<file path="config.mk">
export PLATFORM = sky130hd
export DESIGN_NAME = hsv_to_rgb_converter_core_flat
export DESIGN_NICKNAME = d
export VERILOG_FILES = /design/src/design/hsv2rgb_pkg.sv /design/src/design/hsv2rgb_if.sv /design/src/design/hsv_to_rgb_converter_core.sv /design/src/design/hsv2rgb_front.sv /design/src/design/hsv2rgb_back.sv /design/src/flat_wrapper.sv
export VERILOG_INCLUDE_DIRS = /design/src /design/src/design
export SDC_FILE = /design/constraint.sdc
export NUM_CORES = 2
export LEC_CHECK = 0
export BUFFER_PORTS_ARGS = -buffer_cell sky130_fd_sc_hd__buf_2
export CAP_MARGIN = 5
export CORE_MARGIN = 3
export CORE_UTILIZATION = 40
export CTS_CLUSTER_SIZE = 14
export DETAILED_ROUTE_END_ITERATION = 12
export GPL_ROUTABILITY_DRIVEN = 0
export PLACE_DENSITY_LB_ADDON = 0.25
export SLEW_MARGIN = 20
export SYNTH_ARGS = -nofsm -noshare
export SYNTH_HDL_FRONTEND = slang
export SYNTH_SLANG_ARGS = --single-unit
</file>
<file path="constraint.sdc">
create_clock -name clk -period 14.4 [get_ports clk]
set_clock_uncertainty 0.2 [all_clocks]
set_input_delay 0.72 -clock clk [delete_from_list [all_inputs] [get_ports clk]]
set_output_delay 0.72 -clock clk [all_outputs]
set_load 0.02 [all_outputs]
</file>
<file path="src/design/hsv_to_rgb_converter_core_assert.svh">
// assertion macros for the hsv to rgb converter
`ifndef HSV_TO_RGB_CONVERTER_CORE_ASSERT_SVH
`define HSV_TO_RGB_CONVERTER_CORE_ASSERT_SVH

`ifndef SYNTH
// checked only out of reset
`define HSV_ASSERT(lbl, prop) \
  lbl: assert property (@(posedge clk) disable iff (!rst_n) prop) \
    else $error("hsv_to_rgb assertion failed");
// checked at every edge, reset included
`define HSV_ASSERT_ANY(lbl, prop) \
  lbl: assert property (@(posedge clk) prop) \
    else $error("hsv_to_rgb assertion failed");
`else
`define HSV_ASSERT(lbl, prop)
`define HSV_ASSERT_ANY(lbl, prop)
`endif

`endif

</file>
<file path="src/design/hsv2rgb_pkg.sv">
package hsv2rgb_pkg;

  // full intensity in q1.16
  localparam logic [16:0] UNIT_ONE    = 17'd65536;
  // six full turns, makes any 16-bit hue non-negative without changing it mod 5760
  localparam logic [16:0] HUE_BIAS    = 17'd34560;
  // ceil(2^27 / 960), exact floor division for 17-bit operands
  localparam logic [17:0] HUE_RECIP   = 18'd139811;
  localparam logic [9:0]  SECTOR_SPAN = 10'd960;
  localparam logic [25:0] HALF_SPAN   = 26'd480;
  localparam logic [32:0] RND_Q16     = 33'd32768;
  // ceil(2^24 / 15), exact floor division for 20-bit operands
  localparam logic [20:0] X_RECIP     = 21'd1118482;

  typedef enum logic [2:0] {
    SEC_RED_YELLOW   = 3'd0,
    SEC_YELLOW_GREEN = 3'd1,
    SEC_GREEN_CYAN   = 3'd2,
    SEC_CYAN_BLUE    = 3'd3,
    SEC_BLUE_MAGENTA = 3'd4,
    SEC_MAGENTA_RED  = 3'd5
  } sector_t;

  // output of the front half
  typedef struct packed {
    logic        vld;
    sector_t     sector;
    logic [9:0]  frac;
    logic [32:0] vs_prod;
    logic [16:0] v;
    logic [16:0] a;
  } front_t;

  function automatic logic [16:0] clamp_unit(input logic signed [17:0] val);
    logic [16:0] res;
    if (val < 18'sd0) begin
      res = 17'd0;
    end else if (val > 18'sd65536) begin
      res = UNIT_ONE;
    end else begin
      res = val[16:0];
    end
    return res;
  endfunction

  // q mod 6 for q up to 70, via floor(q/6) = (q*43) >> 8
  function automatic sector_t sector_of(input logic [6:0] q);
    logic [12:0] prod;
    logic [3:0]  div6;
    logic [6:0]  rem;
    prod = 13'(q) * 13'd43;
    div6 = prod[11:8];
    rem  = q - 7'(div6) * 7'd6;
    return sector_t'(rem[2:0]);
  endfunction

endpackage

</file>
<file path="src/design/hsv2rgb_if.sv">
interface hsv2rgb_in_if;
  logic               valid;
  logic               ready;
  logic signed [15:0] hue;
  logic signed [17:0] saturation;
  logic signed [17:0] brightness;
  logic signed [17:0] opacity;

  modport source (output valid, hue, saturation, brightness, opacity, input ready);
  modport sink   (input valid, hue, saturation, brightness, opacity, output ready);
endinterface

interface hsv2rgb_out_if;
  logic        valid;
  logic        ready;
  logic [16:0] red;
  logic [16:0] green;
  logic [16:0] blue;
  logic [16:0] alpha_out;

  modport source (output valid, red, green, blue, alpha_out, input ready);
  modport sink   (input valid, red, green, blue, alpha_out, output ready);
endinterface

</file>
<file path="src/design/hsv_to_rgb_converter_core.sv">
// hsv plus alpha to rgba converter, six register stages
// throughput: one transaction per cycle while the output is not stalled, set by the fully pipelined datapath
// a stalled output holds the whole pipeline in place, nothing is dropped
// reset: synchronous active-low rst_n clears all stage valid bits
`include "hsv_to_rgb_converter_core_assert.svh"

module hsv_to_rgb_converter_core (
  input  logic          clk,
  input  logic          rst_n,
  hsv2rgb_in_if.sink    in_ch,
  hsv2rgb_out_if.source out_ch
);

  // global advance: the pipeline moves unless a result is waiting and not taken
  logic                en;
  hsv2rgb_pkg::front_t front_s;

  assign en          = !out_ch.valid || out_ch.ready;
  assign in_ch.ready = en;

  // stages 1-2: hue reduction and sector split, clamping, v*s product
  hsv2rgb_front u_front (
    .clk        (clk),
    .rst_n      (rst_n),
    .en         (en),
    .in_vld     (in_ch.valid),
    .hue        (in_ch.hue),
    .saturation (in_ch.saturation),
    .brightness (in_ch.brightness),
    .opacity    (in_ch.opacity),
    .front_o    (front_s)
  );

  // stages 3-6: chroma rounding, intermediate component, channel mixing
  hsv2rgb_back u_back (
    .clk       (clk),
    .rst_n     (rst_n),
    .en        (en),
    .front_i   (front_s),
    .out_vld   (out_ch.valid),
    .red       (out_ch.red),
    .green     (out_ch.green),
    .blue      (out_ch.blue),
    .alpha_out (out_ch.alpha_out)
  );

  // every channel stays within full intensity
  `HSV_ASSERT(a_out_range, out_ch.valid |-> (out_ch.red <= hsv2rgb_pkg::UNIT_ONE && out_ch.green <= hsv2rgb_pkg::UNIT_ONE && out_ch.blue <= hsv2rgb_pkg::UNIT_ONE && out_ch.alpha_out <= hsv2rgb_pkg::UNIT_ONE))
  // a stalled mid-pipeline transaction keeps its payload
  `HSV_ASSERT(a_front_hold, (front_s.vld && !en) |=> $stable(front_s))
  // reset empties the pipeline
  `HSV_ASSERT_ANY(a_reset_clears, !rst_n |=> !out_ch.valid)

endmodule

</file>
<file path="src/design/hsv2rgb_front.sv">
module hsv2rgb_front (
  input  logic                 clk,
  input  logic                 rst_n,
  input  logic                 en,
  input  logic                 in_vld,
  input  logic signed [15:0]   hue,
  input  logic signed [17:0]   saturation,
  input  logic signed [17:0]   brightness,
  input  logic signed [17:0]   opacity,
  output hsv2rgb_pkg::front_t  front_o
);

  // stage 1: bias hue, reciprocal multiply for /960, clamp
  logic        vld1_r;
  logic [34:0] hue_prod1_r;
  logic [16:0] hue_u1_r;
  logic [16:0] s1_r, v1_r, a1_r;
  logic [16:0] hue_u_nxt;

  assign hue_u_nxt = hsv2rgb_pkg::HUE_BIAS + 17'(hue);

  always_ff @(posedge clk) begin
    if (!rst_n) begin
      vld1_r <= 1'b0;
    end else if (en) begin
      vld1_r <= in_vld;
    end
  end

  always_ff @(posedge clk) begin
    if (en) begin
      hue_u1_r    <= hue_u_nxt;
      hue_prod1_r <= 35'(hue_u_nxt) * 35'(hsv2rgb_pkg::HUE_RECIP);
      s1_r        <= hsv2rgb_pkg::clamp_unit(saturation);
      v1_r        <= hsv2rgb_pkg::clamp_unit(brightness);
      a1_r        <= hsv2rgb_pkg::clamp_unit(opacity);
    end
  end

  // stage 2: sector and fraction, v*s
  logic [6:0]  span_q;
  logic [16:0] span_base;
  hsv2rgb_pkg::front_t front_r, front_nxt;

  assign span_q    = hue_prod1_r[33:27];
  assign span_base = 17'(span_q) * 17'(hsv2rgb_pkg::SECTOR_SPAN);

  always_comb begin
    front_nxt         = front_r;
    front_nxt.vld     = vld1_r;
    front_nxt.sector  = hsv2rgb_pkg::sector_of(span_q);
    front_nxt.frac    = 10'(hue_u1_r - span_base);
    front_nxt.vs_prod = 33'(34'(v1_r) * 34'(s1_r));
    front_nxt.v       = v1_r;
    front_nxt.a       = a1_r;
  end

  // valid bit is reset, the payload only follows the enable
  always_ff @(posedge clk) begin
    if (!rst_n) begin
      front_r.vld <= 1'b0;
    end else if (en) begin
      front_r.vld <= front_nxt.vld;
    end
    if (en) begin
      front_r.sector  <= front_nxt.sector;
      front_r.frac    <= front_nxt.frac;
      front_r.vs_prod <= front_nxt.vs_prod;
      front_r.v       <= front_nxt.v;
      front_r.a       <= front_nxt.a;
    end
  end

  assign front_o = front_r;

endmodule

</file>
<file path="src/design/hsv2rgb_back.sv">
module hsv2rgb_back (
  input  logic                clk,
  input  logic                rst_n,
  input  logic                en,
  input  hsv2rgb_pkg::front_t front_i,
  output logic                out_vld,
  output logic [16:0]         red,
  output logic [16:0]         green,
  output logic [16:0]         blue,
  output logic [16:0]         alpha_out
);

  // stage 3: round chroma, mirror fraction in odd sectors
  logic                 vld3_r;
  logic [16:0]          c3_r, v3_r, a3_r;
  logic [9:0]           n3_r;
  hsv2rgb_pkg::sector_t sec3_r;
  logic [32:0]          c_sum;

  assign c_sum = front_i.vs_prod + hsv2rgb_pkg::RND_Q16;

  // stage 4: c*n plus half span, offset m
  logic                 vld4_r;
  logic [25:0]          t4_r;
  logic [16:0]          c4_r, m4_r, a4_r;
  hsv2rgb_pkg::sector_t sec4_r;

  // stage 5: divide by 960 as (t >> 6) / 15 via reciprocal
  logic                 vld5_r;
  logic [40:0]          xp5_r;
  logic [16:0]          c5_r, m5_r, a5_r;
  hsv2rgb_pkg::sector_t sec5_r;

  // stage 6: output register
  logic                 vld6_r;
  logic [16:0]          red_r, green_r, blue_r, alpha_r;
  logic [16:0]          x5;
  logic [16:0]          red_nxt, green_nxt, blue_nxt;

  assign x5 = xp5_r[40:24];

  always_ff @(posedge clk) begin
    if (!rst_n) begin
      vld3_r <= 1'b0;
      vld4_r <= 1'b0;
      vld5_r <= 1'b0;
      vld6_r <= 1'b0;
    end else if (en) begin
      vld3_r <= front_i.vld;
      vld4_r <= vld3_r;
      vld5_r <= vld4_r;
      vld6_r <= vld5_r;
    end
  end

  always_ff @(posedge clk) begin
    if (en) begin
      c3_r   <= c_sum[32:16];
      n3_r   <= front_i.sector[0] ? (hsv2rgb_pkg::SECTOR_SPAN - front_i.frac) : front_i.frac;
      sec3_r <= front_i.sector;
      v3_r   <= front_i.v;
      a3_r   <= front_i.a;

      t4_r   <= 26'(27'(c3_r) * 27'(n3_r)) + hsv2rgb_pkg::HALF_SPAN;
      c4_r   <= c3_r;
      m4_r   <= v3_r - c3_r;
      sec4_r <= sec3_r;
      a4_r   <= a3_r;

      xp5_r  <= 41'(t4_r[25:6]) * 41'(hsv2rgb_pkg::X_RECIP);
      c5_r   <= c4_r;
      m5_r   <= m4_r;
      sec5_r <= sec4_r;
      a5_r   <= a4_r;

      red_r   <= red_nxt;
      green_r <= green_nxt;
      blue_r  <= blue_nxt;
      alpha_r <= a5_r;
    end
  end

  always_comb begin
    unique case (sec5_r)
      hsv2rgb_pkg::SEC_RED_YELLOW: begin
        red_nxt = c5_r; green_nxt = x5;    blue_nxt = 17'd0;
      end
      hsv2rgb_pkg::SEC_YELLOW_GREEN: begin
        red_nxt = x5;    green_nxt = c5_r; blue_nxt = 17'd0;
      end
      hsv2rgb_pkg::SEC_GREEN_CYAN: begin
        red_nxt = 17'd0; green_nxt = c5_r; blue_nxt = x5;
      end
      hsv2rgb_pkg::SEC_CYAN_BLUE: begin
        red_nxt = 17'd0; green_nxt = x5;    blue_nxt = c5_r;
      end
      hsv2rgb_pkg::SEC_BLUE_MAGENTA: begin
        red_nxt = x5;    green_nxt = 17'd0; blue_nxt = c5_r;
      end
      default: begin
        red_nxt = c5_r; green_nxt = 17'd0; blue_nxt = x5;
      end
    endcase
    red_nxt   = red_nxt + m5_r;
    green_nxt = green_nxt + m5_r;
    blue_nxt  = blue_nxt + m5_r;
  end

  assign out_vld   = vld6_r;
  assign red       = red_r;
  assign green     = green_r;
  assign blue      = blue_r;
  assign alpha_out = alpha_r;

endmodule

</file>
<file path="src/flat_wrapper.sv">
// flat-port wrapper written by rule: the top's interface ports become plain ports
module hsv_to_rgb_converter_core_flat 
  (clk, rst_n, in_ch_valid, in_ch_hue, in_ch_saturation, in_ch_brightness, in_ch_opacity, in_ch_ready, out_ch_valid, out_ch_red, out_ch_green, out_ch_blue, out_ch_alpha_out, out_ch_ready);
  hsv2rgb_in_if in_ch_i ();
  hsv2rgb_out_if out_ch_i ();
  input  logic clk;
  input  logic rst_n;
  input wire logic [$bits(in_ch_i.valid)-1:0] in_ch_valid;
  input wire logic [$bits(in_ch_i.hue)-1:0] in_ch_hue;
  input wire logic [$bits(in_ch_i.saturation)-1:0] in_ch_saturation;
  input wire logic [$bits(in_ch_i.brightness)-1:0] in_ch_brightness;
  input wire logic [$bits(in_ch_i.opacity)-1:0] in_ch_opacity;
  output wire logic [$bits(in_ch_i.ready)-1:0] in_ch_ready;
  output wire logic [$bits(out_ch_i.valid)-1:0] out_ch_valid;
  output wire logic [$bits(out_ch_i.red)-1:0] out_ch_red;
  output wire logic [$bits(out_ch_i.green)-1:0] out_ch_green;
  output wire logic [$bits(out_ch_i.blue)-1:0] out_ch_blue;
  output wire logic [$bits(out_ch_i.alpha_out)-1:0] out_ch_alpha_out;
  input wire logic [$bits(out_ch_i.ready)-1:0] out_ch_ready;
  assign in_ch_i.valid = in_ch_valid;
  assign in_ch_i.hue = in_ch_hue;
  assign in_ch_i.saturation = in_ch_saturation;
  assign in_ch_i.brightness = in_ch_brightness;
  assign in_ch_i.opacity = in_ch_opacity;
  assign in_ch_ready = in_ch_i.ready;
  assign out_ch_valid = out_ch_i.valid;
  assign out_ch_red = out_ch_i.red;
  assign out_ch_green = out_ch_i.green;
  assign out_ch_blue = out_ch_i.blue;
  assign out_ch_alpha_out = out_ch_i.alpha_out;
  assign out_ch_i.ready = out_ch_ready;
  hsv_to_rgb_converter_core u_core (.clk(clk), .rst_n(rst_n), .in_ch(in_ch_i), .out_ch(out_ch_i));
endmodule
</file>
**After elaboration in Yosys (flattened, before gate mapping)**

Index checks and enable logic that the tools add are counted.

- Logic and storage cells: 84
- RAM bits: 0
- Latch bits: 0
- Memories kept: 0
- ROM bits: 0
- Bits of input ports: 74
- Register bits: 487

- Multipliers: 7
- Magnitude comparators: 6
- Equality and inequality tests: 4
- Multiplexer cells: 7
- Add/sub/neg operators: 10
- Reduce and logical (&&, ||, !) cells: 12
- Bitwise operators: 0
- Shift operators: 0
- Div/mod/pow operators: 0

Operators by type and width:

| cell | number |
|---|---|
| $pmux 17 s2 | 3 |
| $gt 18x18->1 const B | 3 |
| $lt 18x1->1 const B | 3 |
| $add 17x17->17 | 3 |
| $mux 17 | 3 |
| $mul 20x20->40 const B | 1 |
| $mul 17x18->34 const B | 1 |
| $add 33x16->33 const B | 1 |
| $mul 17x17->33 | 1 |
| $add 26x9->26 const B | 1 |
| $mul 17x10->26 | 1 |
| $reduce_or 2->1 | 9 |
| $add 16x17->17 const A | 1 |
| $sub 17x17->17 | 1 |
| $mul 7x6->12 const B | 1 |
| $mux 10 | 1 |
| $sub 10x10->10 | 1 |
| $sub 10x10->10 const A | 1 |
| $mul 7x4->4 const B | 1 |
| $eq 3x2->1 const B | 2 |
| $mul 4x2->2 const B | 1 |
| $eq 3x1->1 const B | 1 |
| $eq 3x3->1 const B | 1 |
| $logic_not 3->1 | 1 |
| 3 further kinds | 3 |

**Logic depth before layout (Yosys ltp)**

- Depth after elaboration: 4
- Depth in mapped cells: 27
- Depth with buffers taken out: 27

**Cells and area by module**

From an unflattened synthesis, not the netlist that was laid out.

- Cell total of the unflattened synthesis: 3654
- Area total of the unflattened synthesis: 39604.2 µm²

Modules (own cells, without submodules):

| module | area an instance (µm²) | seq. area each (µm²) | cells each | instances |
|---|---|---|---|---|
| hsv2rgb_back | 21386.8 | 8398.1 | 1903 | 1 |
| hsv2rgb_front | 18211.2 | 4484.3 | 1750 | 1 |
| hsv_to_rgb_converter_core | 6.3 | 0.0 | 1 | 1 |

**Worst setup path before layout**

No wires, ideal clock.

- Path kind: input -> register
- Start: input port out_ch_ready
- End: register u_core.u_back.vld6_r (netlist: u_core.u_back.out_vld)
- Arrival time: 13.224 ns
- Slack: 0.330 ns
- Stages: 3
- Library setup time: 0.645 ns
- Cells stage by stage: nand2b_1 clkbuf_1 a21boi_0

- Word-level cells in the longest chain between the ends: 1

Ends and longest elaborated chain:

| item | line | RTL |
|---|---|---|
| start: declaration | flat_wrapper.sv:19 | `input wire logic [$bits(out_ch_i.ready)-1:0] out_ch_ready;` |
| $logic_or 1x1->1 | hsv_to_rgb_converter_core.sv:18 | `assign en = !out_ch.valid \|\| out_ch.ready;` |
| via in_ch_ready | flat_wrapper.sv:13 | `output wire logic [$bits(in_ch_i.ready)-1:0] in_ch_ready;` |
| end signal: assignment | hsv2rgb_back.sv:52 | `vld6_r <= vld5_r;` |
| end: declaration | hsv2rgb_back.sv:35 | `logic vld6_r;` |

The timed path passes the listed nets, and every way through them passes these cells.
A chain may end at the register's enable or synchronous reset.

==> flow_summary.toml <==
[outcome]
status = "completed"

[yosys]
synth.avg_cell_area_um2 = 11.0
syn_inst = 3473
yosys.area.top_type = "edfxtp_1"
ys_ff_latch = 416
synth_edf_count = 410
synth_common_cells = "inv_1, ha_1, fa_1, edfxtp_1, nand2_1"
synth_area_leaders = "edfxtp_1, fa_1, ha_1"
ys_seq_area_share_pct = 32.7
yosys.area.top_type_share_pct = 32.4
synth_top_family_by_area = "adder cells"
synthFlopType = "edfxtp_1"
synthAdderAreaFrac_pct = 38.9
yosysWarnings = 0
synth_cell_types = 63
syn-num-nets = 4477
yosysMostFrequentCell = "inv_1"
synth_xor_area_share_pct = 3.68
synthMuxAreaShare_pct = 0.135
syn-cell-area_mm2 = 0.0381
ys_async_sr_fraction_pct = 0
synth_compound_area_share_pct = 5.96
synthSimpleGateAreaFrac_pct = 11.5

[route]
wirelength_um = 75800
post_drt_wl_per_cell_um = 15.5
vias_per_cell = 4.86
drt_iter0_markers = 1373
vias = 23693
drt_pass1_iterations = 5
drc = 0
drtAntennaViolNets = 0

[timing]
maxSlewViolCount = 0
fin_tns_setup_ns = 0
setup_viol = 0
rsz0062_at_grt = "false"
tightest_slew_ns = 1.09
finalHoldViolations = 0
fin_crit_sh_pct = 50.3
min_period_ns = 7.24
max_freq_ghz = 0.138
relSlewSlack_pct = 27.2

[clock_tree]
clk_pin_slew_worst_paths_ns = 0.06
clk_latency_ns = 0.61
cts_buffer_depth = 3
tritoncts = "done"
cts_hold_buf = 0
cts-resized-gates = 0
ctsRootBufferMaster = "clkbuf_16"
h-tree-depth = 2
cts_sinks = 416
postCtsSetupRepairBufs = 0
cts_buffers = 47

[global_routing]
grt_start_max_net_pins = 169
grt_usage_pct = 15.8
grt_pass1_vias = 24373
grt_overflow = 0
grt_antenna_before_repair = 1
grt_pass1_wl_um = 126000

[cells_and_area]
fin_nets = 4596
antenna_cells = 0
drive_gt1_share_pct = 6.79
area_growth_pct = 9.69

[die]
start_util_pct = 40.5
num_rows = 112
die_area_mm2 = 0.0989
fp.coreArea_mm2 = 0.0939
die_w_um = 314
io-pin-count = 144
die_y_um = 314

[setup_path]
cp.arrival_ns = 7.39
worstRegToRegCells = 22
cp-endpoint = "u_core.u_front.front_o[66]$_DFFE_PP_"
crit_start = "u_core.u_front.v1_r[7]$_SDFFCE_PP0P_"
r2r_start = "u_core.u_front.v1_r[7]$_SDFFCE_PP0P_"
critical_path.max_fanout = 18
r2r-end = "u_core.u_front.front_o[66]$_DFFE_PP_"
required_ns = 14.55
reg2reg_setup_slack_ns = 7.16
cp-start-kind = "flip-flop"
end_kind = "flip-flop"
critPathKind = "flip-flop to flip-flop"

[min_path]
hold_class = "primary input to flip-flop"

[placement]
hpwl_um = 59600
port_buffers = 143

[job]
maxCapViolations = 0
[cell type report]
type	instances	area, µm²
clock buffers	54	1200
clock inverters	28	402
fillers	8925	52200
inverters	630	2360
multi-input cells	2340	22900
flip-flops and latches	416	12400
well taps	1254	1570
repair buffers	157	833
[registers in the layout, summed over array words and instances (netlist names), 8 cells and up]
| signal | flops |
|---|---|
| u_core.u_back.m4_r | 17 |
| u_core.u_back.red | 17 |
| u_core.u_back.v3_r | 17 |
| u_core.u_front.hue_prod1_r | 8 |
| u_core.u_back.c4_r | 17 |
| u_core.u_front.front_o | 66 |
| u_core.u_back.c3_r | 17 |
| u_core.u_back.alpha_out | 17 |
| u_core.u_front.a1_r | 17 |
| u_core.u_back.a3_r | 17 |
| u_core.u_back.t4_r | 20 |
| u_core.u_front.v1_r | 17 |
| u_core.u_back.xp5_r | 17 |
| u_core.u_back.n3_r | 10 |
| u_core.u_back.m5_r | 17 |
| u_core.u_front.s1_r | 17 |
| u_core.u_back.a4_r | 17 |
| u_core.u_back.a5_r | 17 |
| u_core.u_back.blue | 17 |
| u_core.u_front.hue_u1_r | 9 |
| u_core.u_back.green | 17 |
| u_core.u_back.c5_r | 17 |
[cells by family (layout without fill, tap and decap cells)]
family | after synthesis | in the layout
xor+xnor | 160 | 160
flops | 416 | 416
fa+ha+maj | 930 | 930
compound gates | 336 | 336
buf+inv | 717 | 869
mux | 5 | 5
simple gates | 909 | 909
[stage by stage]
stage | cells | setup WS [ns] | hold slack (ns) | util (%) | area [µm²]
3_3_place_gp | 4797 | 7.24 | 0.201 | 42.7 | 40100
3_5_place_dp | 4797 | 7.16 | 0.205 | 42.7 | 40100
5_1_grt | 4879 | 6.77 | 0.154 | 44.5 | 41700
4_1_cts | 4879 | 7.15 | 0.151 | 44.5 | 41700
6_report | 4879 | 7.16 | 0.198 | 44.5 | 41700
2_1_floorplan | 3473 | 0.330 | 0.200 | - | 38100
[routing by layer]
| metal | routed length [µm] | share of wire (%) | track usage (%) |
|---|---|---|---|
| met3 | 3000 | 4.0 | 2.07 |
| met4 | 1550 | 2.0 | 3.67 |
| met2 | 36600 | 48 | 26.5 |
| met5 | 0 | 0 | 0 |
| met1 | 34700 | 46 | 21.7 |
[how the worst min path moves through the flow]
stage	start	to	depth (start not counted)
finish	in_ch_brightness[4]	u_core.u_front.v1_r[4]$_SDFFCE_PP0P_	2
global route	in_ch_saturation[17]	u_core.u_front.s1_r[16]$_SDFFCE_PP0P_	2
CTS	in_ch_brightness[4]	u_core.u_front.v1_r[4]$_SDFFCE_PP0P_	2
detailed placement	u_core.u_front.front_o[10]$_DFFE_PP_	u_core.u_back.a3_r[10]$_DFFE_PP_	0
global placement	u_core.u_front.front_o[7]$_DFFE_PP_	u_core.u_back.a3_r[7]$_DFFE_PP_	0
floorplan	u_core.u_front.front_o[0]$_DFFE_PP_	u_core.u_back.a3_r[0]$_DFFE_PP_	0
[cells in the final DEF, fill, tap and decap left out, types with 7 or more instances in the layout]
master,Yosys,final
inv_1,630,630
ha_1,506,506
fa_1,424,424
edfxtp_1,410,410
nand2_1,407,407
and2_1,240,240
buf_2,0,143
xnor2_1,123,123
a21oi_1,98,98
nor2_1,92,92
o21ai_0,63,63
clkbuf_16,0,47
xor2_1,37,37
a21o_1,34,34
nor2b_1,33,33
nand3_1,27,27
nor3_1,27,27
and3_1,20,20
a22o_1,20,20
o21a_1,18,18
nand4_1,17,17
nor4_1,16,16
a211oi_1,13,13
buf_4,0,13
a311oi_1,12,12
o21bai_1,12,12
a31oi_1,8,8
nand2b_1,9,8
a211o_1,8,8
o31ai_1,7,7
bufinv_16,0,7
clkbuf_1,86,7
[critical path, stage by stage (launching register included)]
cell and delay, ns:
edfxtp_1 0.83, nand2_1 0.18, fa_1 0.56, inv_1 0.05
fa_1 0.49, inv_1 0.05, fa_1 0.53, inv_1 0.05
fa_1 0.46, fa_1 0.49, inv_1 0.05, fa_1 0.47
inv_1 0.04, ha_1 0.32, nand3_1 0.12, nor3_1 0.15
a2bb2oi_1 0.15, a21oi_1 0.56, nand4_1 0.27, a21boi_1 0.31
o31a_1 0.23, nor4_1 0.07, a311o_1 0.32
Power is not shown: default switching activity piles up to over one toggle a cycle in this logic, so the estimate is an artifact.
